--- src/rtl/spirm_pkg.sv ---
package spirm_pkg;

   localparam int unsigned MAX_BURST = 64;

   localparam logic [7:0] HDR_READ   = 8'h80;
   localparam logic [7:0] HDR_STATUS = 8'hC0;
   localparam logic [7:0] HDR_BURST  = 8'h40;
   localparam logic [7:0] TIMEOUT_BYTE = 8'hFF;

   typedef enum logic [1:0] {
      KIND_TICK  = 2'd0,
      KIND_START = 2'd1,
      KIND_BYTE  = 2'd2,
      KIND_NOP   = 2'd3
   } kind_type;

   typedef enum logic [2:0] {
      OP_STROBE = 3'd0,
      OP_WRITE  = 3'd1,
      OP_READ   = 3'd2,
      OP_STATUS = 3'd3,
      OP_BURST  = 3'd4
   } op_type;

   typedef enum logic [1:0] {
      CSR_HALF_BIT = 2'd0,
      CSR_GUARD    = 2'd1,
      CSR_TIMEOUT  = 2'd2
   } csr_index_type;

   // classified command handed from the front to the engine
   typedef enum logic [1:0] {
      CMD_NONE  = 2'd0,
      CMD_TICK  = 2'd1,
      CMD_START = 2'd2,
      CMD_BYTE  = 2'd3
   } cmd_type;

   typedef struct packed {
      logic [1:0] kind;
      logic [2:0] op;
      logic [5:0] address;
      logic [7:0] write_data;
      logic [6:0] burst_count;
      logic       miso_level;
   } req_type;

   typedef struct packed {
      logic       cs_n;
      logic       sck;
      logic       mosi;
      logic       busy_res;
      logic       need_byte;
      logic       done_res;
      logic       timed_out;
      logic [7:0] read_byte;
   } rsp_type;

   typedef struct packed {
      cmd_type    cmd;
      logic [2:0] op;
      logic [7:0] header;
      logic [7:0] data;
      logic [6:0] count;
      logic       miso;
   } entry_type;

   typedef struct packed {
      logic [7:0]  half_bit_ticks;
      logic [7:0]  cs_guard_ticks;
      logic [23:0] ready_timeout_ticks;
   } cfg_type;

endpackage

--- src/rtl/spirm_front.sv ---
module spirm_front
   import spirm_pkg::*;
(
   input  req_type   req,
   output entry_type entry
);

   // classify the item and precompute the header and data byte
   always_comb begin
      entry.cmd    = CMD_NONE;
      entry.op     = req.op;
      entry.header = {2'b00, req.address};
      entry.data   = req.write_data;
      entry.count  = 7'd0;
      entry.miso   = req.miso_level;
      unique case (kind_type'(req.kind))
         KIND_TICK: begin
            entry.cmd = CMD_TICK;
         end
         KIND_START: begin
            if (req.op <= OP_BURST) begin
               entry.cmd = CMD_START;
            end
            if (req.op != OP_WRITE) begin
               entry.data = 8'd0;
            end
            if (req.op == OP_READ) begin
               entry.header = entry.header | HDR_READ;
            end else if (req.op == OP_STATUS) begin
               entry.header = entry.header | HDR_STATUS;
            end else if (req.op == OP_BURST) begin
               entry.header = entry.header | HDR_BURST;
               // saturate the burst length
               if (req.burst_count > 7'(MAX_BURST)) begin
                  entry.count = 7'(MAX_BURST);
               end else begin
                  entry.count = req.burst_count;
               end
            end
         end
         KIND_BYTE: begin
            entry.cmd = CMD_BYTE;
         end
         KIND_NOP: begin
            entry.cmd = CMD_NONE;
         end
         default: begin
            entry.cmd = CMD_NONE;
         end
      endcase
   end

endmodule

--- src/rtl/spirm_fifo.sv ---
module spirm_fifo
   import spirm_pkg::*;
(
   input  logic      clock,
   input  logic      reset,
   input  logic      push,
   input  entry_type push_data,
   output logic      full,
   input  logic      pop,
   output logic      empty,
   output entry_type pop_data
);

   entry_type  slot_ff [2];
   logic       wr_ptr_ff;
   logic       wr_ptr_in;
   logic       rd_ptr_ff;
   logic       rd_ptr_in;
   logic [1:0] count_ff;
   logic [1:0] count_in;
   logic       do_push;
   logic       do_pop;

   assign full     = (count_ff == 2'd2);
   assign empty    = (count_ff == 2'd0);
   assign do_push  = push && !full;
   assign do_pop   = pop && !empty;
   assign pop_data = slot_ff[rd_ptr_ff];

   // advance pointers and occupancy
   always_comb begin
      wr_ptr_in = wr_ptr_ff ^ do_push;
      rd_ptr_in = rd_ptr_ff ^ do_pop;
      count_in  = count_ff + 2'(do_push) - 2'(do_pop);
   end

   always_ff @(posedge clock) begin
      if (reset) begin
         wr_ptr_ff <= 1'b0;
         rd_ptr_ff <= 1'b0;
         count_ff  <= 2'd0;
      end else begin
         wr_ptr_ff <= wr_ptr_in;
         rd_ptr_ff <= rd_ptr_in;
         count_ff  <= count_in;
      end
   end

   // store the incoming transfer
   always_ff @(posedge clock) begin
      if (do_push) begin
         slot_ff[wr_ptr_ff] <= push_data;
      end
   end

endmodule

--- src/rtl/spirm_back.sv ---
module spirm_back
   import spirm_pkg::*;
(
   input  logic      clock,
   input  logic      reset,
   input  cfg_type   cfg,
   input  logic      entry_valid,
   input  entry_type entry,
   output logic      entry_pop,
   output logic      rsp_valid,
   input  logic      rsp_stall,
   output rsp_type   rsp_data
);

   typedef enum logic [3:0] {
      PH_IDLE       = 4'd0,
      PH_CS_SETUP   = 4'd1,
      PH_WAIT_READY = 4'd2,
      PH_BIT_SETUP  = 4'd3,
      PH_BIT_HIGH   = 4'd4,
      PH_BIT_LOW    = 4'd5,
      PH_NEED_BYTE  = 4'd6,
      PH_CS_HOLD    = 4'd7,
      PH_CS_AFTER   = 4'd8
   } phase_type;

   phase_type   phase_ff, phase_in;
   logic [23:0] tick_count_ff, tick_count_in;
   logic [7:0]  shift_out_ff, shift_out_in;
   logic [7:0]  shift_in_ff, shift_in_in;
   logic [2:0]  bit_index_ff, bit_index_in;
   logic [6:0]  bytes_left_ff, bytes_left_in;
   logic [2:0]  op_held_ff, op_held_in;
   logic [7:0]  next_byte_ff, next_byte_in;
   logic        next_valid_ff, next_valid_in;
   logic        in_data_ff, in_data_in;
   logic        mosi_ff, mosi_in;
   logic [7:0]  result_ff, result_in;
   logic        timeout_ff, timeout_in;
   logic        rsp_valid_ff;
   rsp_type     rsp_data_ff, rsp_data_in;

   logic        out_ready;
   logic        fire;
   logic        done;
   logic [23:0] tick_inc;
   logic [23:0] limit;
   logic        timer_hit;
   logic        load_byte;
   logic [7:0]  load_value;
   logic        burst_next;

   assign out_ready = !rsp_valid_ff || !rsp_stall;
   assign fire      = entry_valid && out_ready;
   assign entry_pop = fire;
   assign rsp_valid = rsp_valid_ff;
   assign rsp_data  = rsp_data_ff;

   // pick the delay that the current phase counts against
   always_comb begin
      unique case (phase_ff)
         PH_WAIT_READY: limit = cfg.ready_timeout_ticks;
         PH_BIT_SETUP, PH_BIT_HIGH, PH_BIT_LOW: limit = {16'd0, cfg.half_bit_ticks};
         default: limit = {16'd0, cfg.cs_guard_ticks};
      endcase
      tick_inc  = tick_count_ff + 24'd1;
      timer_hit = (tick_inc >= limit);
   end

   // engine next state
   always_comb begin
      phase_in      = phase_ff;
      tick_count_in = tick_count_ff;
      shift_out_in  = shift_out_ff;
      shift_in_in   = shift_in_ff;
      bit_index_in  = bit_index_ff;
      bytes_left_in = bytes_left_ff;
      op_held_in    = op_held_ff;
      next_byte_in  = next_byte_ff;
      next_valid_in = next_valid_ff;
      in_data_in    = in_data_ff;
      mosi_in       = mosi_ff;
      result_in     = result_ff;
      timeout_in    = timeout_ff;
      done          = 1'b0;
      load_byte     = 1'b0;
      load_value    = 8'd0;
      burst_next    = 1'b0;

      unique case (entry.cmd)
         CMD_TICK: begin
            unique case (phase_ff)
               PH_CS_SETUP: begin
                  tick_count_in = tick_inc;
                  if (timer_hit) begin
                     phase_in      = PH_WAIT_READY;
                     tick_count_in = 24'd0;
                  end
               end
               PH_WAIT_READY: begin
                  if (!entry.miso) begin
                     load_byte  = 1'b1;
                     load_value = shift_out_ff;
                  end else begin
                     tick_count_in = tick_inc;
                     if (timer_hit) begin
                        timeout_in    = 1'b1;
                        result_in     = TIMEOUT_BYTE;
                        phase_in      = PH_CS_HOLD;
                        tick_count_in = 24'd0;
                     end
                  end
               end
               PH_BIT_SETUP: begin
                  tick_count_in = tick_inc;
                  if (timer_hit) begin
                     phase_in      = PH_BIT_HIGH;
                     tick_count_in = 24'd0;
                  end
               end
               PH_BIT_HIGH: begin
                  tick_count_in = tick_inc;
                  if (timer_hit) begin
                     // sample MISO on the last high tick
                     if (entry.miso) begin
                        shift_in_in[bit_index_ff] = 1'b1;
                     end
                     phase_in      = PH_BIT_LOW;
                     tick_count_in = 24'd0;
                  end
               end
               PH_BIT_LOW: begin
                  tick_count_in = tick_inc;
                  if (timer_hit) begin
                     tick_count_in = 24'd0;
                     if (bit_index_ff != 3'd0) begin
                        bit_index_in = bit_index_ff - 3'd1;
                        mosi_in      = shift_out_ff[bit_index_ff - 3'd1];
                        phase_in     = PH_BIT_SETUP;
                     end else if (!in_data_ff) begin
                        // header done: latch status, choose the data phase
                        in_data_in = 1'b1;
                        result_in  = shift_in_ff;
                        if (op_held_ff == OP_WRITE) begin
                           load_byte  = 1'b1;
                           load_value = next_byte_ff;
                        end else if (op_held_ff == OP_READ || op_held_ff == OP_STATUS) begin
                           load_byte  = 1'b1;
                           load_value = 8'd0;
                        end else if (op_held_ff == OP_BURST) begin
                           burst_next = 1'b1;
                        end else begin
                           phase_in = PH_CS_HOLD;
                        end
                     end else if (op_held_ff == OP_BURST) begin
                        burst_next = 1'b1;
                     end else begin
                        if (op_held_ff == OP_READ || op_held_ff == OP_STATUS) begin
                           result_in = shift_in_ff;
                        end
                        phase_in = PH_CS_HOLD;
                     end
                  end
               end
               PH_CS_HOLD: begin
                  tick_count_in = tick_inc;
                  if (timer_hit) begin
                     phase_in      = PH_CS_AFTER;
                     tick_count_in = 24'd0;
                  end
               end
               PH_CS_AFTER: begin
                  tick_count_in = tick_inc;
                  if (timer_hit) begin
                     phase_in      = PH_IDLE;
                     tick_count_in = 24'd0;
                     done          = 1'b1;
                  end
               end
               default: begin
               end
            endcase
         end
         CMD_START: begin
            if (phase_ff == PH_IDLE) begin
               op_held_in    = entry.op;
               shift_out_in  = entry.header;
               shift_in_in   = 8'd0;
               bit_index_in  = 3'd7;
               in_data_in    = 1'b0;
               next_valid_in = 1'b0;
               next_byte_in  = entry.data;
               bytes_left_in = entry.count;
               result_in     = 8'd0;
               timeout_in    = 1'b0;
               phase_in      = PH_CS_SETUP;
               tick_count_in = 24'd0;
            end
         end
         CMD_BYTE: begin
            if (phase_ff != PH_IDLE && op_held_ff == OP_BURST &&
                bytes_left_ff != 7'd0 && !next_valid_ff) begin
               if (phase_ff == PH_NEED_BYTE) begin
                  bytes_left_in = bytes_left_ff - 7'd1;
                  load_byte     = 1'b1;
                  load_value    = entry.data;
               end else begin
                  next_byte_in  = entry.data;
                  next_valid_in = 1'b1;
               end
            end
         end
         CMD_NONE: begin
         end
         default: begin
         end
      endcase

      // fetch the next burst byte, or wait for it, or close out
      if (burst_next) begin
         if (bytes_left_ff == 7'd0) begin
            phase_in = PH_CS_HOLD;
         end else if (next_valid_ff) begin
            next_valid_in = 1'b0;
            bytes_left_in = bytes_left_ff - 7'd1;
            load_byte     = 1'b1;
            load_value    = next_byte_ff;
         end else begin
            phase_in = PH_NEED_BYTE;
         end
      end

      // load the shifter and begin the first bit
      if (load_byte) begin
         shift_out_in  = load_value;
         shift_in_in   = 8'd0;
         bit_index_in  = 3'd7;
         mosi_in       = load_value[7];
         phase_in      = PH_BIT_SETUP;
         tick_count_in = 24'd0;
      end
   end

   // report the pins after this item
   always_comb begin
      rsp_data_in.cs_n      = (phase_in == PH_IDLE) || (phase_in == PH_CS_AFTER);
      rsp_data_in.sck       = (phase_in == PH_BIT_HIGH);
      rsp_data_in.mosi      = mosi_in;
      rsp_data_in.busy_res  = (phase_in != PH_IDLE);
      rsp_data_in.need_byte = (phase_in == PH_NEED_BYTE);
      rsp_data_in.done_res  = done;
      rsp_data_in.timed_out = timeout_in;
      rsp_data_in.read_byte = result_in;
   end

   always_ff @(posedge clock) begin
      if (reset) begin
         phase_ff      <= PH_IDLE;
         tick_count_ff <= 24'd0;
         shift_out_ff  <= 8'd0;
         shift_in_ff   <= 8'd0;
         bit_index_ff  <= 3'd7;
         bytes_left_ff <= 7'd0;
         op_held_ff    <= 3'd0;
         next_byte_ff  <= 8'd0;
         next_valid_ff <= 1'b0;
         in_data_ff    <= 1'b0;
         mosi_ff       <= 1'b0;
         result_ff     <= 8'd0;
         timeout_ff    <= 1'b0;
         rsp_valid_ff  <= 1'b0;
      end else begin
         if (fire) begin
            phase_ff      <= phase_in;
            tick_count_ff <= tick_count_in;
            shift_out_ff  <= shift_out_in;
            shift_in_ff   <= shift_in_in;
            bit_index_ff  <= bit_index_in;
            bytes_left_ff <= bytes_left_in;
            op_held_ff    <= op_held_in;
            next_byte_ff  <= next_byte_in;
            next_valid_ff <= next_valid_in;
            in_data_ff    <= in_data_in;
            mosi_ff       <= mosi_in;
            result_ff     <= result_in;
            timeout_ff    <= timeout_in;
            rsp_valid_ff  <= 1'b1;
         end else if (out_ready) begin
            rsp_valid_ff  <= 1'b0;
         end
      end
   end

   // hold the result until its transfer
   always_ff @(posedge clock) begin
      if (fire) begin
         rsp_data_ff <= rsp_data_in;
      end
   end

   a_buffer_only_in_burst: assert property (@(posedge clock) disable iff (reset)
      next_valid_ff |-> (op_held_ff == OP_BURST))
      else $error("burst byte buffered outside a burst write");

   a_wait_has_bytes: assert property (@(posedge clock) disable iff (reset)
      (phase_ff == PH_NEED_BYTE) |-> (bytes_left_ff != 7'd0))
      else $error("waiting for a burst byte with none left");

   a_done_is_idle: assert property (@(posedge clock) disable iff (reset)
      (rsp_valid_ff && rsp_data_ff.done_res) |-> (!rsp_data_ff.busy_res && rsp_data_ff.cs_n))
      else $error("done reported while still busy");

endmodule

--- src/rtl/spi_register_access_master.sv ---
// SPI mode 0, MSB-first register access master. Each request is one item: a tick with the
// sampled MISO level, a transaction start or a burst data byte, and every request yields
// exactly one response with the pin levels and status after it. The block sustains one
// item per clock while rsp_stall is low: requests enter a two-entry queue and the engine
// retires one per cycle into an output register, so a response appears the cycle after its
// request leaves the queue; req_stall rises only when the queue is full. Pin timing is
// counted in ticks, not clocks. The timing registers reset to 16, 32 and 320000 and are
// written over the csr port, which is always ready; write them only while no items are in flight.
module spi_register_access_master
   import spirm_pkg::*;
(
   input  logic        clock,
   input  logic        reset,
   input  logic        req_valid,
   output logic        req_stall,
   input  req_type     req_data,
   output logic        rsp_valid,
   input  logic        rsp_stall,
   output rsp_type     rsp_data,
   input  logic        csr_valid,
   output logic        csr_ready,
   input  logic [1:0]  csr_index,
   input  logic [23:0] csr_data
);

   cfg_type   cfg_ff;
   cfg_type   cfg_in;
   entry_type push_entry;
   entry_type head_entry;
   logic      queue_full;
   logic      queue_empty;
   logic      head_pop;

   assign csr_ready = 1'b1;
   assign req_stall = queue_full;

   // update the addressed timing register
   always_comb begin
      cfg_in = cfg_ff;
      if (csr_valid && csr_ready) begin
         unique case (csr_index_type'(csr_index))
            CSR_HALF_BIT: cfg_in.half_bit_ticks      = csr_data[7:0];
            CSR_GUARD:    cfg_in.cs_guard_ticks      = csr_data[7:0];
            CSR_TIMEOUT:  cfg_in.ready_timeout_ticks = csr_data;
            default:      cfg_in = cfg_ff;
         endcase
      end
   end

   always_ff @(posedge clock) begin
      if (reset) begin
         cfg_ff.half_bit_ticks      <= 8'd16;
         cfg_ff.cs_guard_ticks      <= 8'd32;
         cfg_ff.ready_timeout_ticks <= 24'd320000;
      end else begin
         cfg_ff <= cfg_in;
      end
   end

   spirm_front u_front (
      .req   (req_data),
      .entry (push_entry)
   );

   spirm_fifo u_fifo (
      .clock     (clock),
      .reset     (reset),
      .push      (req_valid),
      .push_data (push_entry),
      .full      (queue_full),
      .pop       (head_pop),
      .empty     (queue_empty),
      .pop_data  (head_entry)
   );

   spirm_back u_back (
      .clock       (clock),
      .reset       (reset),
      .cfg         (cfg_ff),
      .entry_valid (!queue_empty),
      .entry       (head_entry),
      .entry_pop   (head_pop),
      .rsp_valid   (rsp_valid),
      .rsp_stall   (rsp_stall),
      .rsp_data    (rsp_data)
   );

endmodule

--- config.mk ---
export PLATFORM = sky130hd
export DESIGN_NAME = spi_register_access_master
export DESIGN_NICKNAME = d
export VERILOG_FILES = /design/src/rtl/spirm_pkg.sv /design/src/rtl/spirm_front.sv /design/src/rtl/spirm_fifo.sv /design/src/rtl/spirm_back.sv /design/src/rtl/spi_register_access_master.sv
export SDC_FILE = /design/constraint.sdc
export NUM_CORES = 1
export LEC_CHECK = 0
export ABC_AREA = 1
export ABC_CLOCK_PERIOD_IN_PS = 4150
export BUFFER_PORTS_ARGS = -buffer_cell sky130_fd_sc_hd__buf_2
export CORE_MARGIN = 10
export CORE_UTILIZATION = 50
export CTS_CLUSTER_SIZE = 10
export DETAILED_ROUTE_END_ITERATION = 16
export PLACE_DENSITY = 0.68
export SYNTH_ARGS = -nofsm -noshare
export SYNTH_HDL_FRONTEND = slang
export SYNTH_SLANG_ARGS = --single-unit
--- constraint.sdc ---
create_clock -name clock -period 4.15 [get_ports clock]
set_input_delay 1.0375 -clock clock [delete_from_list [all_inputs] [get_ports clock]]
set_output_delay 1.0375 -clock clock [all_outputs]
set_load 0.05 [all_outputs]
== Yosys cells after proc, flatten, opt, wreduce, memory -nomap -nowiden ==
Memory sizes are Yosys's and may differ from the RTL's. A register that Yosys moved wholly into a read port is not among the register bits.
Index checks and enable logic that the tools add are counted.

* Add/subtract/negate cells: 5
* Eq/ne operators: 42
* Magnitude comparators: 6
* Multiplexer cells: 139
* Bitwise operators: 3
* Reduce and logical (&&, ||, !) cells: 44

{| class="wikitable"
|+ Operators with widths
! operator !! count
|-
| 8-bit two-way mux || 32
|-
| 24-bit one-hot mux with 2 select lines || 3
|-
| 24-bit two-way mux || 4
|-
| 8-bit one-hot mux with 2 select lines || 6
|-
| 7-bit two-way mux || 11
|-
| 4-bit two-way mux || 18
|-
| 1-bit two-way mux || 46
|-
| 4-bit one-hot mux with 7 select lines || 1
|-
| 24-bit by 1-bit adder with 24-bit output (second input constant) || 1
|-
| 4-bit by 3-bit equality test with 1-bit output (second input constant) || 6
|-
| 24-bit >= comparator || 1
|-
| 23-bit two-way mux || 1
|-
| 6-bit AND reduction || 3
|-
| 3-bit two-way mux || 5
|-
| 3-bit by 1-bit inequality test with 1-bit output (second input constant) || 5
|-
| 7-bit one-hot mux with 2 select lines || 1
|-
| 2-bit equality test (second input constant) || 6
|-
| 3-bit by 2-bit equality test with 1-bit output (second input constant) || 4
|-
| 1-bit one-hot mux with 2 select lines || 5
|-
| 5-bit AND reduction || 2
|-
| 2-bit nonzero test || 5
|-
| 4-bit by 2-bit equality test with 1-bit output (second input constant) || 2
|-
| 4-bit equality test (second input constant) || 2
|-
| 4-bit zero test || 2
|-
| 37 further kinds || 67
|}

* Input bits: 58
* Bits in registers: 137
* Memories: 1
* Bits in writable memories: 58
* Logic and storage cells: 268

{| class="wikitable"
|+ Memories
! name !! words !! width !! read ports !! clocked after memory_dff !! wr ports !! RTL line !! RTL
|-
| u_fifo.slot_ff || 2 || 29 || 1 || 1 || 1 || spirm_fifo.sv:14 || <nowiki>entry_type slot_ff [2];</nowiki>
|}

== Logic depth before layout (Yosys ltp) ==
Gate-level depths: netlist (run 1).

* Word-level depth: 15
* Mapped depth: 30
* Mapped depth without buffers: 28

== Hierarchy ==
From an unflattened synthesis (run 1), not the netlist that was laid out.

* Cell total of the unflattened synthesis: 1485
* Area total of the unflattened synthesis: 11120.7 µm²

{| class="wikitable"
|+ By module, submodules not included
! module !! instances !! sequential area each (µm²) !! cells an instance !! area an instance (µm²)
|-
| spirm_back || 1 || 2011.9 || 1041 || 6784.0
|-
| spirm_fifo || 1 || 1821.7 || 125 || 2338.5
|-
| spi_register_access_master || 1 || 800.8 || 250 || 1675.4
|-
| spirm_front || 1 || 0.0 || 69 || 322.8
|}

== Least setup slack after synthesis (run 1) ==
OpenSTA, ideal clock, no wires.

* Path type: reg2reg
* Start point: reg u_back.tick_count_ff[2]
* End point: reg u_back.rsp_data_ff, in the netlist u_back.rsp_data[14], data pin
* Slack: 0.624 ns
* Arrival time: 3.271 ns
* Stages on the path, launching flop included: 27
* Data required time: 3.895 ns
* Library setup time: 0.255 ns
* Buffers on the path: 1
* Path through: dfxtp_1 -> nand3_1 -> nor3b_2 -> nand2_1 -> nor2_2 -> nand2_1 -> nor2_2 -> nand2_1 -> xor2_1 -> inv_1 -> ha_1 -> nand2_1 -> nand2_1 -> nand2_1 -> nand2_1 -> nand2_1 -> nand2_1 -> a21oi_1 -> nand2_2 -> inv_1 -> clkbuf_1 -> nand3_1 -> nand3_1 -> o21bai_1 -> nand2_1 -> nor2_1 -> and2_1

{| class="wikitable"
|+ RTL lines
! item !! RTL line !! RTL
|-
| start, declared || spirm_back.sv:28 || <nowiki>logic [23:0] tick_count_ff, tick_count_in;</nowiki>
|-
| start signal, assigned || spirm_back.sv:275 || <nowiki>tick_count_ff <= tick_count_in;</nowiki>
|-
| end signal, assigned || spirm_back.sv:297 || <nowiki>rsp_data_ff <= rsp_data_in;</nowiki>
|-
| end, declared || spirm_back.sv:41 || <nowiki>rsp_type rsp_data_ff, rsp_data_in;</nowiki>
|}

==> results of run 1 <==
[power groups by stage]
stage	Clock [W]	Combinational, W	Sequential (W)
2_1_floorplan	0	0.00372	0.00309
3_3_place_gp	0	0.00527	0.00293
3_5_place_dp	0	0.00534	0.00294
4_1_cts	0.00181	0.00584	0.00290
5_1_grt	0.00188	0.00697	0.00298
6_report	0.00178	0.00636	0.00292
[state kept, by name (all words and copies together) (netlist names)]
signal                flops
u_back.mosi_ff            1
u_fifo.slot_ff           58
u_back.phase_ff           4
u_fifo.wr_ptr_ff          1
u_back.bit_index_ff       3
u_fifo.count_ff           2
u_back.timeout_ff         1
u_back.shift_in_ff        8
u_back.in_data_ff         1
u_back.bytes_left_ff      7
u_back.tick_count_ff     24
u_back.shift_out_ff       8
cfg_ff                   40
u_back.next_valid_ff      1
u_back.rsp_data          15
u_back.next_byte_ff       8
u_back.rsp_valid          1
u_back.result_ff          8
u_fifo.rd_ptr_ff          1
u_back.op_held_ff         3
[metal layers]
| layer | global-route usage [%] | share of wire, % | up-vias |
|---|---|---|---|
| met2 | 31.44 | 47 | 251 |
| met4 | 3.671 | 0.88 | 0 |
| met5 | 0 | 0 | - |
| li1 | - | - | 5148 |
| met3 | 3.772 | 4.9 | 20 |
| met1 | 25.45 | 47 | 4703 |
[synth_stat cells (2+ instances only)]
master,n
sky130_fd_sc_hd__nand3b_1,2
sky130_fd_sc_hd__clkbuf_1,46
sky130_fd_sc_hd__nor2_1,218
sky130_fd_sc_hd__nand3_1,104
sky130_fd_sc_hd__o22ai_1,3
sky130_fd_sc_hd__ha_1,36
sky130_fd_sc_hd__clkinv_1,2
sky130_fd_sc_hd__nand4_1,11
sky130_fd_sc_hd__buf_2,14
sky130_fd_sc_hd__nor3_2,2
sky130_fd_sc_hd__a21oi_1,97
sky130_fd_sc_hd__nand2_1,380
sky130_fd_sc_hd__o21ai_1,3
sky130_fd_sc_hd__o21ai_0,136
sky130_fd_sc_hd__xnor2_1,7
sky130_fd_sc_hd__edfxtp_1,73
sky130_fd_sc_hd__nor3_1,27
sky130_fd_sc_hd__or2_2,4
sky130_fd_sc_hd__nor2_2,4
sky130_fd_sc_hd__a21o_1,2
sky130_fd_sc_hd__nand2_2,6
sky130_fd_sc_hd__xor2_1,20
sky130_fd_sc_hd__dfxtp_1,122
sky130_fd_sc_hd__buf_1,3
sky130_fd_sc_hd__nand2_4,3
sky130_fd_sc_hd__a221oi_1,6
sky130_fd_sc_hd__o2111ai_1,2
sky130_fd_sc_hd__nor2_4,4
sky130_fd_sc_hd__a31oi_1,6
sky130_fd_sc_hd__o211ai_1,17
sky130_fd_sc_hd__inv_1,138
sky130_fd_sc_hd__o31ai_1,2
sky130_fd_sc_hd__buf_6,2
sky130_fd_sc_hd__o21bai_1,2
sky130_fd_sc_hd__inv_2,10
[layout by cell type (no fill, tap or decap), types with 3 or more instances in the layout]
master                      Yosys  layout
sky130_fd_sc_hd__a21oi_1       97      95
sky130_fd_sc_hd__a221oi_1       6       6
sky130_fd_sc_hd__a31oi_1        6       6
sky130_fd_sc_hd__buf_2         14      74
sky130_fd_sc_hd__buf_4          1      28
sky130_fd_sc_hd__clkbuf_16      0      18
sky130_fd_sc_hd__clkinv_8       0       4
sky130_fd_sc_hd__dfxtp_1      122     120
sky130_fd_sc_hd__edfxtp_1      73      73
sky130_fd_sc_hd__ha_1          36      36
sky130_fd_sc_hd__inv_1        138     135
sky130_fd_sc_hd__inv_2         10      11
sky130_fd_sc_hd__inv_8          0       4
sky130_fd_sc_hd__nand2_1      380     376
sky130_fd_sc_hd__nand2_2        6       9
sky130_fd_sc_hd__nand2_4        3       3
sky130_fd_sc_hd__nand3_1      104     100
sky130_fd_sc_hd__nand3_2        0       4
sky130_fd_sc_hd__nand4_1       11      11
sky130_fd_sc_hd__nor2_1       218     214
sky130_fd_sc_hd__nor2_2         4       5
sky130_fd_sc_hd__nor2_4         4       7
sky130_fd_sc_hd__nor3_1        27      25
sky130_fd_sc_hd__nor3_2         2       4
sky130_fd_sc_hd__o211ai_1      17      17
sky130_fd_sc_hd__o21ai_0      136     134
sky130_fd_sc_hd__o21ai_1        3       4
sky130_fd_sc_hd__o22ai_1        3       3
sky130_fd_sc_hd__or2_2          4       4
sky130_fd_sc_hd__xnor2_1        7       6
sky130_fd_sc_hd__xor2_1        20      18
[cell families (layout without fill, tap and decap cells)]
group | after synthesis | after routing | share of synthesized area, %
compound gates | 281 | 281 | 13.89
xor+xnor | 27 | 27 | 2.159
fa+ha+maj | 36 | 36 | 4.112
buf+inv | 217 | 291 | 7.791
flops | 195 | 195 | 42.31
mux | 1 | 1 | 0.09139
other cells | 1 | 1 | 0.03424
simple gates | 772 | 772 | 29.61
[worst min-delay path, cell delays in order (launching register included)]
cell and delay (ns):
sky130_fd_sc_hd__dfxtp_1 0.33, sky130_fd_sc_hd__inv_1 0.05, sky130_fd_sc_hd__a21oi_1 0.05
[layout make-up]
| type | instances | share of cell area (%) |
|---|---|---|
| timing repair buffer | 108 | 5.607 |
| clock buffer | 17 | 3.404 |
| multi-input combinational | 1118 | 44.69 |
| clock inverter | 15 | 1.752 |
| inverter | 151 | 4.616 |
| tap | 280 | 2.803 |
| sequential | 195 | 37.12 |
[worst max path at each step]
| stage | startpoint | to | cells past startpoint |
|---|---|---|---|
| 4_1_cts | u_back.tick_count_ff[2] | u_back.rsp_data[11] | 26 |
| 3_5_place_dp | u_back.tick_count_ff[2] | u_back.rsp_data[11] | 25 |
| 2_1_floorplan | u_back.tick_count_ff[2] | u_back.rsp_data[14] | 26 |
| 3_3_place_gp | u_back.tick_count_ff[2] | u_back.rsp_data[11] | 25 |
| 5_1_grt | u_back.tick_count_ff[1] | u_back.rsp_data[14] | 29 |
| 6_report | u_back.tick_count_ff[1] | u_back.rsp_data[14] | 27 |
[through the flow]
step | TNS (ns) | cell area, sq um | power [W] | std cells
floorplan | 0 | 10950 | 0.006804 | 1530
global placement | 0 | 11590 | 0.008204 | 1840
detailed placement | -0.04123 | 11590 | 0.008283 | 1840
CTS | 0 | 12310 | 0.01055 | 1877
global route | -0.1452 | 12500 | 0.01182 | 1884
finish | 0 | 12500 | 0.01106 | 1884
[what timing repair did]
item,CTS,global route
pin swaps,1,15
hold buffers,0,0
resized for setup,2,30
cloned,1,1
endpoints found under the hold margin,0,0
setup buffers,4,6
endpoints found under the setup margin,1,75
==> flow_summary_export.csv, run 1 <==
group,metric,value,unit
cells_and_area,area_taken_by_multi_input_logic_gates,0.005585,sq mm
clock_tree,clockBufferDepth,2,
floorplanning,i_o_pin_count,76,
pwr,p_int,0.005636,W
clock_tree,clock_sink_count,195,
pwr,irDropWorstVdd,0.6749,mV
grt,grt_pass1_wl,45380,um
floorplanning,die_h,168.0,um
min_path,worst_hold_path.num_cells,2,
grt,grt_pass1_vias,9092,
setup_path,cp_slowest_stage_delay,0.38,ns
logic_synthesis,ys_dominant_reg_cell,"sky130_fd_sc_hd__dfxtp_1",
place,final_replace_weighted_congestion,0.9390,
logic_synthesis,seq_area_frac_synth,42.31,%
setup_path,crit_top_cell,"sky130_fd_sc_hd__nand2_1",
setup_path,worst-endpoint-required,4.34,ns
timing,setup_slack,0.2175,ns
clock_tree,cell_at_the_root_of_the_clock_tree,"sky130_fd_sc_hd__clkbuf_16",
route,drt-total-wl,28230,um
logic_synthesis,synth_largest_type_area_fraction,22.30,%
floorplanning,dieArea,0.02823,sq mm
setup_path,cp-end-kind,"register",
grt,pin_count_of_the_biggest_net_entering_global_routing,88,
min_path,hold_path.startpoint,"u_back.next_byte_ff[1]",
timing,max_slew_margin,30.05,%
setup_path,timing.critical_path.max_delay_family,"simple AND/OR/NAND/NOR gates",
cells_and_area,design.final.nets,1685,
logic_synthesis,post_synth_num_cell_types,51,
grt,grt_overflow,0,
cells_and_area,regArea,0.004639,sq mm
floorplanning,area_inside_the_core_boundary,0.02169,sq mm
setup_path,r2r_slack,0.22,ns
clock_tree,clkTransAtPathRegs,0.08,ns
route,route.antenna.remaining_nets,0,
route,drt_pre_antenna_iters,5,
route,via_per_inst,5.373,
pwr,netSwitchingPower,0.005420,W
clock_tree,cts-buffers-inserted,17,
timing,fmax,254.3,MHz
timing,report.final.setup_viol,0,
setup_path,timing_worst_setup_path_type,"register to register",
setup_path,critPathSlowestCell,"sky130_fd_sc_hd__dfxtp_1",
clock_tree,cts.htree.levels,4,
logic_synthesis,gate_count_after_technology_mapping,1530,
pwr,total_leakage_power,5.503,nW
cells_and_area,num_antenna_cells,0,
cells_and_area,area_growth,14.10,%
logic_synthesis,synth_async_sr_flop_share,0,%
route,first_iter_violations,830,
timing,holdWs,0.4629,ns
timing,max_slew_violation_total_from_the_final_report,0,
logic_synthesis,post_synth_edffs,73,
logic_synthesis,ys_ff_latch,195,
grt,grt_usage,19.06,%
setup_path,critPathLaunchType,"register",
timing,timing.final.hold_violations,0,
min_path,hold_path_end,"u_back.next_byte_ff[1]",
place,io_buffer_count,74,
floorplanning,std_cell_rows,54,
setup_path,cp_num_buf_inv,4,
logic_synthesis,ys.warnings.count,0,
min_path,hold_path.class,"register to register",
setup_path,timing.reg2reg.worst_path_depth,27,
outcome,outcome,"finished clean",
timing,worst_skew,0.01867,ns
route,wire_per_inst,14.99,um
clock_tree,tritoncts_clock_tree,"yes",
pwr,pwr_density_cell,884.7,mW/mm^2
logic_synthesis,synth.cell_area,0.01095,sq mm
grt,antenna_found_initial,0,
timing,layout_min_cycle_time,3.932,ns
pwr,switching_share,49.02,%
cells_and_area,final_layout_size_suffix_gt1_share,12.59,%
setup_path,worstReg2RegStart,"u_back.tick_count_ff[1]",
logic_synthesis,syn_area_cell,7.159,sq um
timing,tightest_slew,1.045,ns
timing,final.period_utilization,94.76,%
logic_synthesis,post_synth_main_area_contributors,"sky130_fd_sc_hd__dfxtp_1, sky130_fd_sc_hd__edfxtp_1, sky130_fd_sc_hd__nand2_1, sky130_fd_sc_hd__nor2_1, sky130_fd_sc_hd__o21ai_0",
place,post-dp-hpwl,19170,um
floorplanning,initial_core_util,50.50,%
place,place_ws,-0.04123,ns
pwr,share_comb_of_total_power,57.5,%
setup_path,crit_fanout,13,
setup_path,worstReg2RegEnd,"u_back.rsp_data[14]",
setup_path,critPathArrivalTime,4.12,ns
flow_run,drv.max_cap_violation_count,0,
logic_synthesis,yosysTopAreaCell,"sky130_fd_sc_hd__dfxtp_1",
route,vias,10120,
route,drc,0,
logic_synthesis,synthesis.nets,1624,
clock_tree,worst_skew_pair.late_latency,0.45,ns
pwr,seqPwrFrac,26.4,%
floorplanning,die_w,168.0,um
cells_and_area,utilization,57.62,%
pwr,power_frac_clock,16.1,%
cells_and_area,filler_cell_count,2041,
Note: power is estimated with default switching activity, not from simulation.
==> run 2: changes to the inputs <==
Settings changed: CORE_MARGIN 10 to not set.
==> run 2 against run 1 <==
Against the previous run: maximum frequency increased by 2.5%; cell count decreased by 0.16%; routed wire length decreased by 4.3%; critical endpoint is now u_back.rsp_data[11].
==> flow_summary_export.csv, run 2 (same netlist as run 1, synthesis figures left out) <==
group,metric,value,unit
outcome,outcome,"finished clean",
place,place_ws,0.06865,ns
setup_path,timing.reg2reg.worst_path_depth,22,
setup_path,worstReg2RegEnd,"u_back.rsp_data[11]",
grt,pin_count_of_the_biggest_net_entering_global_routing,77,
timing,fmax,260.6,MHz
flow_run,drv.max_cap_violation_count,0,
timing,layout_min_cycle_time,3.838,ns
setup_path,r2r_slack,0.31,ns
setup_path,crit_top_cell,"sky130_fd_sc_hd__nand2_1",
setup_path,critPathLaunchType,"register",
place,io_buffer_count,74,
cells_and_area,top_regs,"u_fifo.slot_ff (58), cfg_ff (40), u_back.tick_count_ff (24)",
setup_path,worst-endpoint-required,4.32,ns
clock_tree,cts-buffers-inserted,17,
cells_and_area,num_antenna_cells,0,
setup_path,cp_num_buf_inv,2,
grt,grt_usage,24.76,%
route,maxUsedRoutingLayer,"met4",
clock_tree,worst_skew_pair.late_latency,0.45,ns
setup_path,timing_worst_setup_path_type,"register to register",
setup_path,timing.critical_path.max_delay_family,"simple AND/OR/NAND/NOR gates",
cells_and_area,top_library_cells_by_usage_in_the_layout_fill_and_taps_aside,"sky130_fd_sc_hd__nand2_1, sky130_fd_sc_hd__nor2_1, sky130_fd_sc_hd__inv_1",
timing,final.period_utilization,92.48,%
clock_tree,tritoncts_clock_tree,"yes",
route,drt-total-wl,27010,um
pwr,share_comb_of_total_power,54.5,%
setup_path,crit_fanout,7,
route,drt_pre_antenna_iters,5,
floorplanning,die_w,150.0,um
clock_tree,clockBufferDepth,2,
min_path,worst_hold_path.num_cells,2,
clock_tree,clkTransAtPathRegs,0.08,ns
min_path,hold_path_end,"cfg_ff[24]",
pwr,pwr_density_cell,826.2,mW/mm^2
floorplanning,i_o_pin_count,76,
cells_and_area,final_layout_size_suffix_gt1_share,11.96,%
clock_tree,clock_sink_count,195,
cells_and_area,utilization,58.34,%
setup_path,critPathArrivalTime,4.01,ns
setup_path,cp_slowest_stage_delay,0.37,ns
route,via_per_inst,5.256,
setup_path,cp-end-kind,"register",
route,route.antenna.remaining_nets,0,
floorplanning,initial_core_util,51.62,%
route,wire_per_inst,14.36,um
timing,setup-tns-final,0,ns
route,vias,9887,
route,total_routed_wire_length_on_the_met1_layer,12850,um
setup_path,critPathSlowestCell,"sky130_fd_sc_hd__dfxtp_1",
cells_and_area,largest_register_ffs,58,
place,post-dp-hpwl,18790,um
timing,tightest_slew,0.7530,ns
place,final_replace_weighted_congestion,0.9322,
clock_tree,cts.htree.levels,4,
pwr,total_leakage_power,5.477,nW
timing,timing.final.hold_violations,0,
floorplanning,area_inside_the_core_boundary,0.02122,sq mm
pwr,seqPwrFrac,28.4,%
floorplanning,die_h,150.0,um
cells_and_area,design.final.nets,1687,
setup_path,worstReg2RegStart,"u_back.tick_count_ff[1]",
grt,grt_overflow,0,
timing,max_slew_margin,49.75,%
pwr,switching_share,49.50,%
cells_and_area,largest_reg_by_ff_count,"u_fifo.slot_ff",
grt,antenna_found_initial,0,
min_path,hold_path.startpoint,"cfg_ff[24]",
pwr,power_frac_clock,17.1,%
cells_and_area,layout_commonest_cell,"sky130_fd_sc_hd__nand2_1",
floorplanning,dieArea,0.02250,sq mm
route,met3_wirelength,1352,um
timing,setup_slack,0.3120,ns
timing,worst_skew,0.01859,ns
floorplanning,std_cell_rows,53,
timing,report.final.setup_viol,0,
grt,grt_pass1_wl,44040,um
grt,grt_pass1_vias,8760,
cells_and_area,filler_cell_count,2032,
clock_tree,cell_at_the_root_of_the_clock_tree,"sky130_fd_sc_hd__clkbuf_16",
pwr,netSwitchingPower,0.005064,W
min_path,hold_path.class,"register to register",
timing,max_slew_violation_total_from_the_final_report,0,
pwr,irDropWorstVdd,0.6807,mV
route,drc,0,
route,first_iter_violations,866,
route,wl_met2,12350,um
cells_and_area,area_growth,13.03,%
pwr,p_int,0.005166,W
setup_path,critical_path.cell_chain,"nand3_1, nor3b_2, nand2_1, nor2_2, buf_4, nand3_1, or2_2, nand2_1, ha_1, a21o_1, nor2_1, nand2_1, a21oi_2, nand2_4, nand3_1, nand2_1, nand2_2, inv_1, nor3_2, nand2_1, nor2_1, nand3_1",
-- run 2: tightest hold or removal path: stages, from the launching register on --
cell	delay, ns
sky130_fd_sc_hd__dfxtp_1	0.31
sky130_fd_sc_hd__inv_1	0.06
sky130_fd_sc_hd__a21oi_1	0.06
-- run 2: metrics by stage --
| step | cell area, sq um | total power [W] | hold slack [ns] | instances |
|---|---|---|---|---|
| 3_3_place_gp | 11630 | 0.008146 | 0.4429 | 1843 |
| 4_1_cts | 12250 | 0.009975 | 0.4628 | 1875 |
| 2_1_floorplan | 10950 | 0.006804 | 0.4245 | 1530 |
| 6_report | 12380 | 0.01023 | 0.4632 | 1881 |
| 3_5_place_dp | 11630 | 0.008201 | 0.4475 | 1843 |
| 5_1_grt | 12380 | 0.01104 | 0.4854 | 1881 |
-- run 2: routing by layer --
metal	GRT usage, %	vias to the layer above
met5	0	-
met4	7.727	0
met3	3.841	33
met2	39.58	282
met1	34.23	4431
li1	-	5141
-- run 2: power groups by stage --
stage	combinational, W	clock [W]	sequential [W]
2_1_floorplan	0.00372	0	0.00309
3_3_place_gp	0.00522	0	0.00293
3_5_place_dp	0.00527	0	0.00293
4_1_cts	0.00529	0.00178	0.00290
5_1_grt	0.00622	0.00185	0.00297
6_report	0.00557	0.00175	0.00291
-- run 2: layout make-up --
class                      instances  area [sq um]  share of cell area [%]
timing repair buffer             110         685.7                   5.538
inverter                         151         575.6                   4.649
clock buffer                      17         425.4                   3.436
sequential                       195          4637                   37.45
tap                              275         344.1                   2.779
multi-input combinational       1118          5514                   44.54
clock inverter                    15         198.9                   1.607
-- run 2: how the worst max path moves through the flow --
| stage | startpoint | endpoint | cells past startpoint |
|---|---|---|---|
| after floorplan | u_back.tick_count_ff[2] | u_back.rsp_data[14] | 26 |
| after global placement | u_back.tick_count_ff[2] | u_back.rsp_data[11] | 22 |
| after detailed placement | u_back.tick_count_ff[2] | u_back.rsp_data[11] | 26 |
| after CTS | u_back.tick_count_ff[2] | u_back.rsp_data[11] | 26 |
| after global routing | u_back.tick_count_ff[1] | u_back.tick_count_ff[5] | 25 |
| final | u_back.tick_count_ff[1] | u_back.rsp_data[11] | 22 |
-- run 2: what timing repair did --
| action | in CTS | in global routing |
|---|---|---|
| hold buffers | 0 | 0 |
| gates resized for setup | 0 | 19 |
| endpoints found under the setup margin | 0 | 69 |
| buffers inserted | 0 | 6 |
==> run 3: changes to the inputs <==
Settings changed: CTS_CLUSTER_DIAMETER set to 80, SYNTH_HIERARCHICAL set to 1.
==> run 3 against run 2 <==
Against the previous run: critical path depth is 2 higher; utilization is 0.67 points lower; count of clock-buffer cells in the layout is 1 higher; first-iteration DRC count is 14% lower; combinational power is 26% lower; via count is 0.58% lower; sequential cell count stayed put; sequential power is 6% lower.
==> flow_summary_export.csv, run 3 <==
group,metric,value,unit
logic_synthesis,synth.mux.area_fraction,3.027,%
logic_synthesis,combinational_family_with_the_most_area_after_synthesis,"simple AND/OR/NAND/NOR gates",
logic_synthesis,syn_area_cell,7.489,sq um
logic_synthesis,most_frequent_cell_after_synthesis,"sky130_fd_sc_hd__nand2_1",
logic_synthesis,ys_top_cells_by_count,"sky130_fd_sc_hd__nand2_1, sky130_fd_sc_hd__inv_1, sky130_fd_sc_hd__nor2_1",
setup_path,worstReg2RegEnd,"u_back/shift_out_ff[4]",
floorplanning,die_h,151.1,um
clock_tree,cell_at_the_root_of_the_clock_tree,"sky130_fd_sc_hd__clkbuf_16",
route,drt_pre_antenna_iters,5,
logic_synthesis,synth_async_sr_flop_share,0,%
logic_synthesis,ys.warnings.count,6,
timing,final.period_utilization,93.42,%
floorplanning,dieArea,0.02284,sq mm
logic_synthesis,yosysTopAreaCell,"sky130_fd_sc_hd__dfxtp_1",
cells_and_area,top_regs,"u_fifo/slot_ff (58), cfg_ff (40), u_back/tick_count_ff (24)",
timing,timing.final.hold_violations,0,
route,drc,0,
setup_path,critPathArrivalTime,4.18,ns
route,drt-total-wl,26160,um
route,first_iter_violations,742,
floorplanning,initial_core_util,50.96,%
pwr,irDropWorstVdd,0.3466,mV
clock_tree,clockBufferDepth,2,
floorplanning,area_inside_the_core_boundary,0.02182,sq mm
cells_and_area,utilization,57.67,%
clock_tree,cts.htree.levels,4,
logic_synthesis,synth_largest_type_area_fraction,21.96,%
setup_path,crit_start,"u_back/tick_count_ff[7]",
setup_path,cp-end-kind,"register",
cells_and_area,layout_commonest_cell,"sky130_fd_sc_hd__nand2_1",
place,post-dp-hpwl,17990,um
timing,max_slew_violation_total_from_the_final_report,0,
timing,report.final.setup_viol,0,
cells_and_area,fin_area,0.01259,sq mm
logic_synthesis,ys_dominant_reg_cell,"sky130_fd_sc_hd__dfxtp_1",
setup_path,worstReg2RegStart,"u_back/tick_count_ff[7]",
clock_tree,cts-buffers-inserted,17,
setup_path,critPathLaunchType,"register",
place,final_replace_weighted_congestion,0.8898,
route,route.antenna.remaining_nets,0,
cells_and_area,num_antenna_cells,0,
timing,tightest_slew,1.076,ns
timing,fmax,257.9,MHz
route,via_per_inst,5.328,
logic_synthesis,post_synth_edffs,73,
setup_path,crit_fanout,8,
route,vias,9830,
logic_synthesis,post_synth_main_area_contributors,"sky130_fd_sc_hd__dfxtp_1, sky130_fd_sc_hd__edfxtp_1, sky130_fd_sc_hd__nand2_1, sky130_fd_sc_hd__inv_1, sky130_fd_sc_hd__nor2_1",
timing,worst_skew,0.01100,ns
logic_synthesis,ys_ff_latch,195,
clock_tree,tritoncts_clock_tree,"yes",
flow_run,drv.max_cap_violation_count,0,
setup_path,critPathCapture,"u_back/shift_out_ff[4]",
logic_synthesis,yosys.area_share.xor_xnor,2.126,%
setup_path,timing.critical_path.max_delay_family,"simple AND/OR/NAND/NOR gates",
logic_synthesis,post_synth_num_cell_types,49,
setup_path,r2r_slack,0.27,ns
place,io_buffer_count,74,
cells_and_area,largest_register_ffs,58,
cells_and_area,filler_cell_count,2013,
pwr,pwr_density_cell,681.9,mW/mm^2
floorplanning,i_o_pin_count,76,
cells_and_area,regArea,0.004636,sq mm
logic_synthesis,synth.cell_area,0.01112,sq mm
setup_path,cp_num_buf_inv,4,
min_path,hold_path.startpoint,"cfg_ff[29]",
logic_synthesis,compound_gate_fraction_of_synth_area,9.845,%
cells_and_area,top_library_cells_by_usage_in_the_layout_fill_and_taps_aside,"sky130_fd_sc_hd__nand2_1, sky130_fd_sc_hd__inv_1, sky130_fd_sc_hd__nor2_1",
logic_synthesis,synthSimpleGateAreaFrac,29.26,%
cells_and_area,area_taken_by_multi_input_logic_gates,0.005518,sq mm
clock_tree,cts_hold_buffers,0,
setup_path,timing_worst_setup_path_type,"register to register",
grt,pin_count_of_the_biggest_net_entering_global_routing,49,
setup_path,worst-endpoint-required,4.45,ns
grt,grt_usage,23.24,%
outcome,outcome,"finished clean",
logic_synthesis,post_synth_fa_ha_maj_area_fraction,4.050,%
clock_tree,worst_skew_pair.late_latency,0.44,ns
setup_path,crit_top_cell,"sky130_fd_sc_hd__nand3_1",
grt,grt_pass1_wl,41980,um
cells_and_area,design.final.nets,1646,
pwr,total_leakage_power,5.652,nW
logic_synthesis,seq_area_frac_synth,41.67,%
cells_and_area,final_layout_size_suffix_gt1_share,15.21,%
floorplanning,die_w,151.1,um
setup_path,timing.reg2reg.worst_path_depth,24,
logic_synthesis,synthesis.nets,1579,
floorplanning,std_cell_rows,54,
timing,max_slew_margin,28.16,%
setup_path,critical_path.cell_chain,"nand2_1, inv_1, nand3_1, nor2_1, nand3_2, nor2_4, nand3_1, xnor2_1, ha_1, nand2_1, nor2_1, nand3_1, inv_1, a21oi_1, nand2_4, nand3_1, nand2_1, nand2_2, nand3_4, buf_4, buf_4, or2_2, nand3_1, a21oi_1",
clock_tree,clkTransAtPathRegs,0.08,ns
setup_path,cp_slowest_stage_delay,0.39,ns
timing,layout_min_cycle_time,3.877,ns
setup_path,worstSetupPathDepth,24,
setup_path,critPathSlowestCell,"sky130_fd_sc_hd__dfxtp_1",
grt,grt_overflow,0,
clock_tree,clock_sink_count,195,
grt,grt_pass1_vias,8738,
cells_and_area,largest_reg_by_ff_count,"u_fifo/slot_ff",
grt,antenna_found_initial,0,
route,wire_per_inst,14.18,um
place,placement.cell_area,0.01174,sq mm
cells_and_area,area_growth,13.17,%
min_path,hold_path.class,"register to register",
logic_synthesis,gate_count_after_technology_mapping,1485,
run 3: changes by cell type after synthesis, sizes merged, moves of 29 or more:
| cell | before | now |
|---|---|---|
| o21ai | 139 | 56 |
| mux2 | 0 | 29 |
| nand4 | 13 | 46 |
| nor2 | 226 | 187 |
| nand2 | 389 | 352 |
| inv | 149 | 192 |
run 3: cell type report:
type | instances | area share, %
multi-input combinational | 1027 | 43.84
sequential | 195 | 36.83
inverter | 197 | 5.895
timing repair buffer | 114 | 5.796
clock buffer | 18 | 3.579
tap | 280 | 2.784
clock inverter | 14 | 1.272
run 3: how the worst min path moves through the flow:
stage,to,slack (ns),cells after the start
floorplan,cfg_ff[29],0.43,2
global placement,cfg_ff[36],0.45,2
detailed placement,cfg_ff[29],0.45,2
CTS,cfg_ff[29],0.47,2
global route,cfg_ff[36],0.50,2
finish,cfg_ff[29],0.47,2
run 3: logic make-up after synthesis:
group / count (synthesis)
compound gates: 199
mux: 30
xor+xnor: 27
fa+ha+maj: 36
other cells: 1
simple gates: 734
flops: 195
buf+inv: 263
run 3: layer usage:
| layer | vias up | track usage [%] | wire length [um] |
|---|---|---|---|
| met5 | - | 0 | 0 |
| met4 | 0 | 8.250 | 549 |
| met3 | 41 | 3.494 | 1140 |
| met2 | 272 | 37.52 | 12470 |
| met1 | 4527 | 31.57 | 12000 |
| li1 | 4990 | - | - |
run 3: metrics by stage:
stage | total power (W) | instances | TNS, ns | setup WS, ns | hold WS, ns
6_report | 0.008582 | 1845 | 0 | 0.2731 | 0.4679
5_1_grt | 0.009192 | 1845 | -0.01077 | -0.006245 | 0.4984
4_1_cts | 0.008435 | 1838 | 0 | 0.05539 | 0.4706
3_5_place_dp | 0.006696 | 1806 | -0.3623 | -0.05303 | 0.4531
3_3_place_gp | 0.006633 | 1806 | 0 | 0.03904 | 0.4476
2_1_floorplan | 0.005657 | 1485 | 0 | 0.6710 | 0.4292
run 3: worst reg2reg max path, stage by stage (launching register included):
cell                      delay (ns)
sky130_fd_sc_hd__dfxtp_1        0.39
sky130_fd_sc_hd__nand2_1        0.13
sky130_fd_sc_hd__inv_1          0.09
sky130_fd_sc_hd__nand3_1        0.11
sky130_fd_sc_hd__nor2_1         0.19
sky130_fd_sc_hd__nand3_2        0.16
sky130_fd_sc_hd__nor2_4         0.16
sky130_fd_sc_hd__nand3_1        0.10
sky130_fd_sc_hd__xnor2_1        0.30
sky130_fd_sc_hd__ha_1           0.30
sky130_fd_sc_hd__nand2_1        0.08
sky130_fd_sc_hd__nor2_1         0.06
sky130_fd_sc_hd__nand3_1        0.08
sky130_fd_sc_hd__inv_1          0.04
sky130_fd_sc_hd__a21oi_1        0.22
sky130_fd_sc_hd__nand2_4        0.12
sky130_fd_sc_hd__nand3_1        0.09
sky130_fd_sc_hd__nand2_1        0.06
sky130_fd_sc_hd__nand2_2        0.14
sky130_fd_sc_hd__nand3_4        0.16
sky130_fd_sc_hd__buf_4          0.18
sky130_fd_sc_hd__buf_4          0.16
sky130_fd_sc_hd__or2_2          0.27
sky130_fd_sc_hd__nand3_1        0.09
sky130_fd_sc_hd__a21oi_1        0.06
run 3: where the power goes:
part	internal (W)	total (W)	switching [W]
combinational	0.00133	0.00413	0.00281
clock	0.000897	0.00171	0.000808
sequential	0.00247	0.00274	0.000271
run 3: repair_timing:
action,in CTS,in global routing
pin swaps,0,6
cloned,0,1
endpoints found under the setup margin,25,66
buffers inserted,0,6
gates resized for setup,4,32
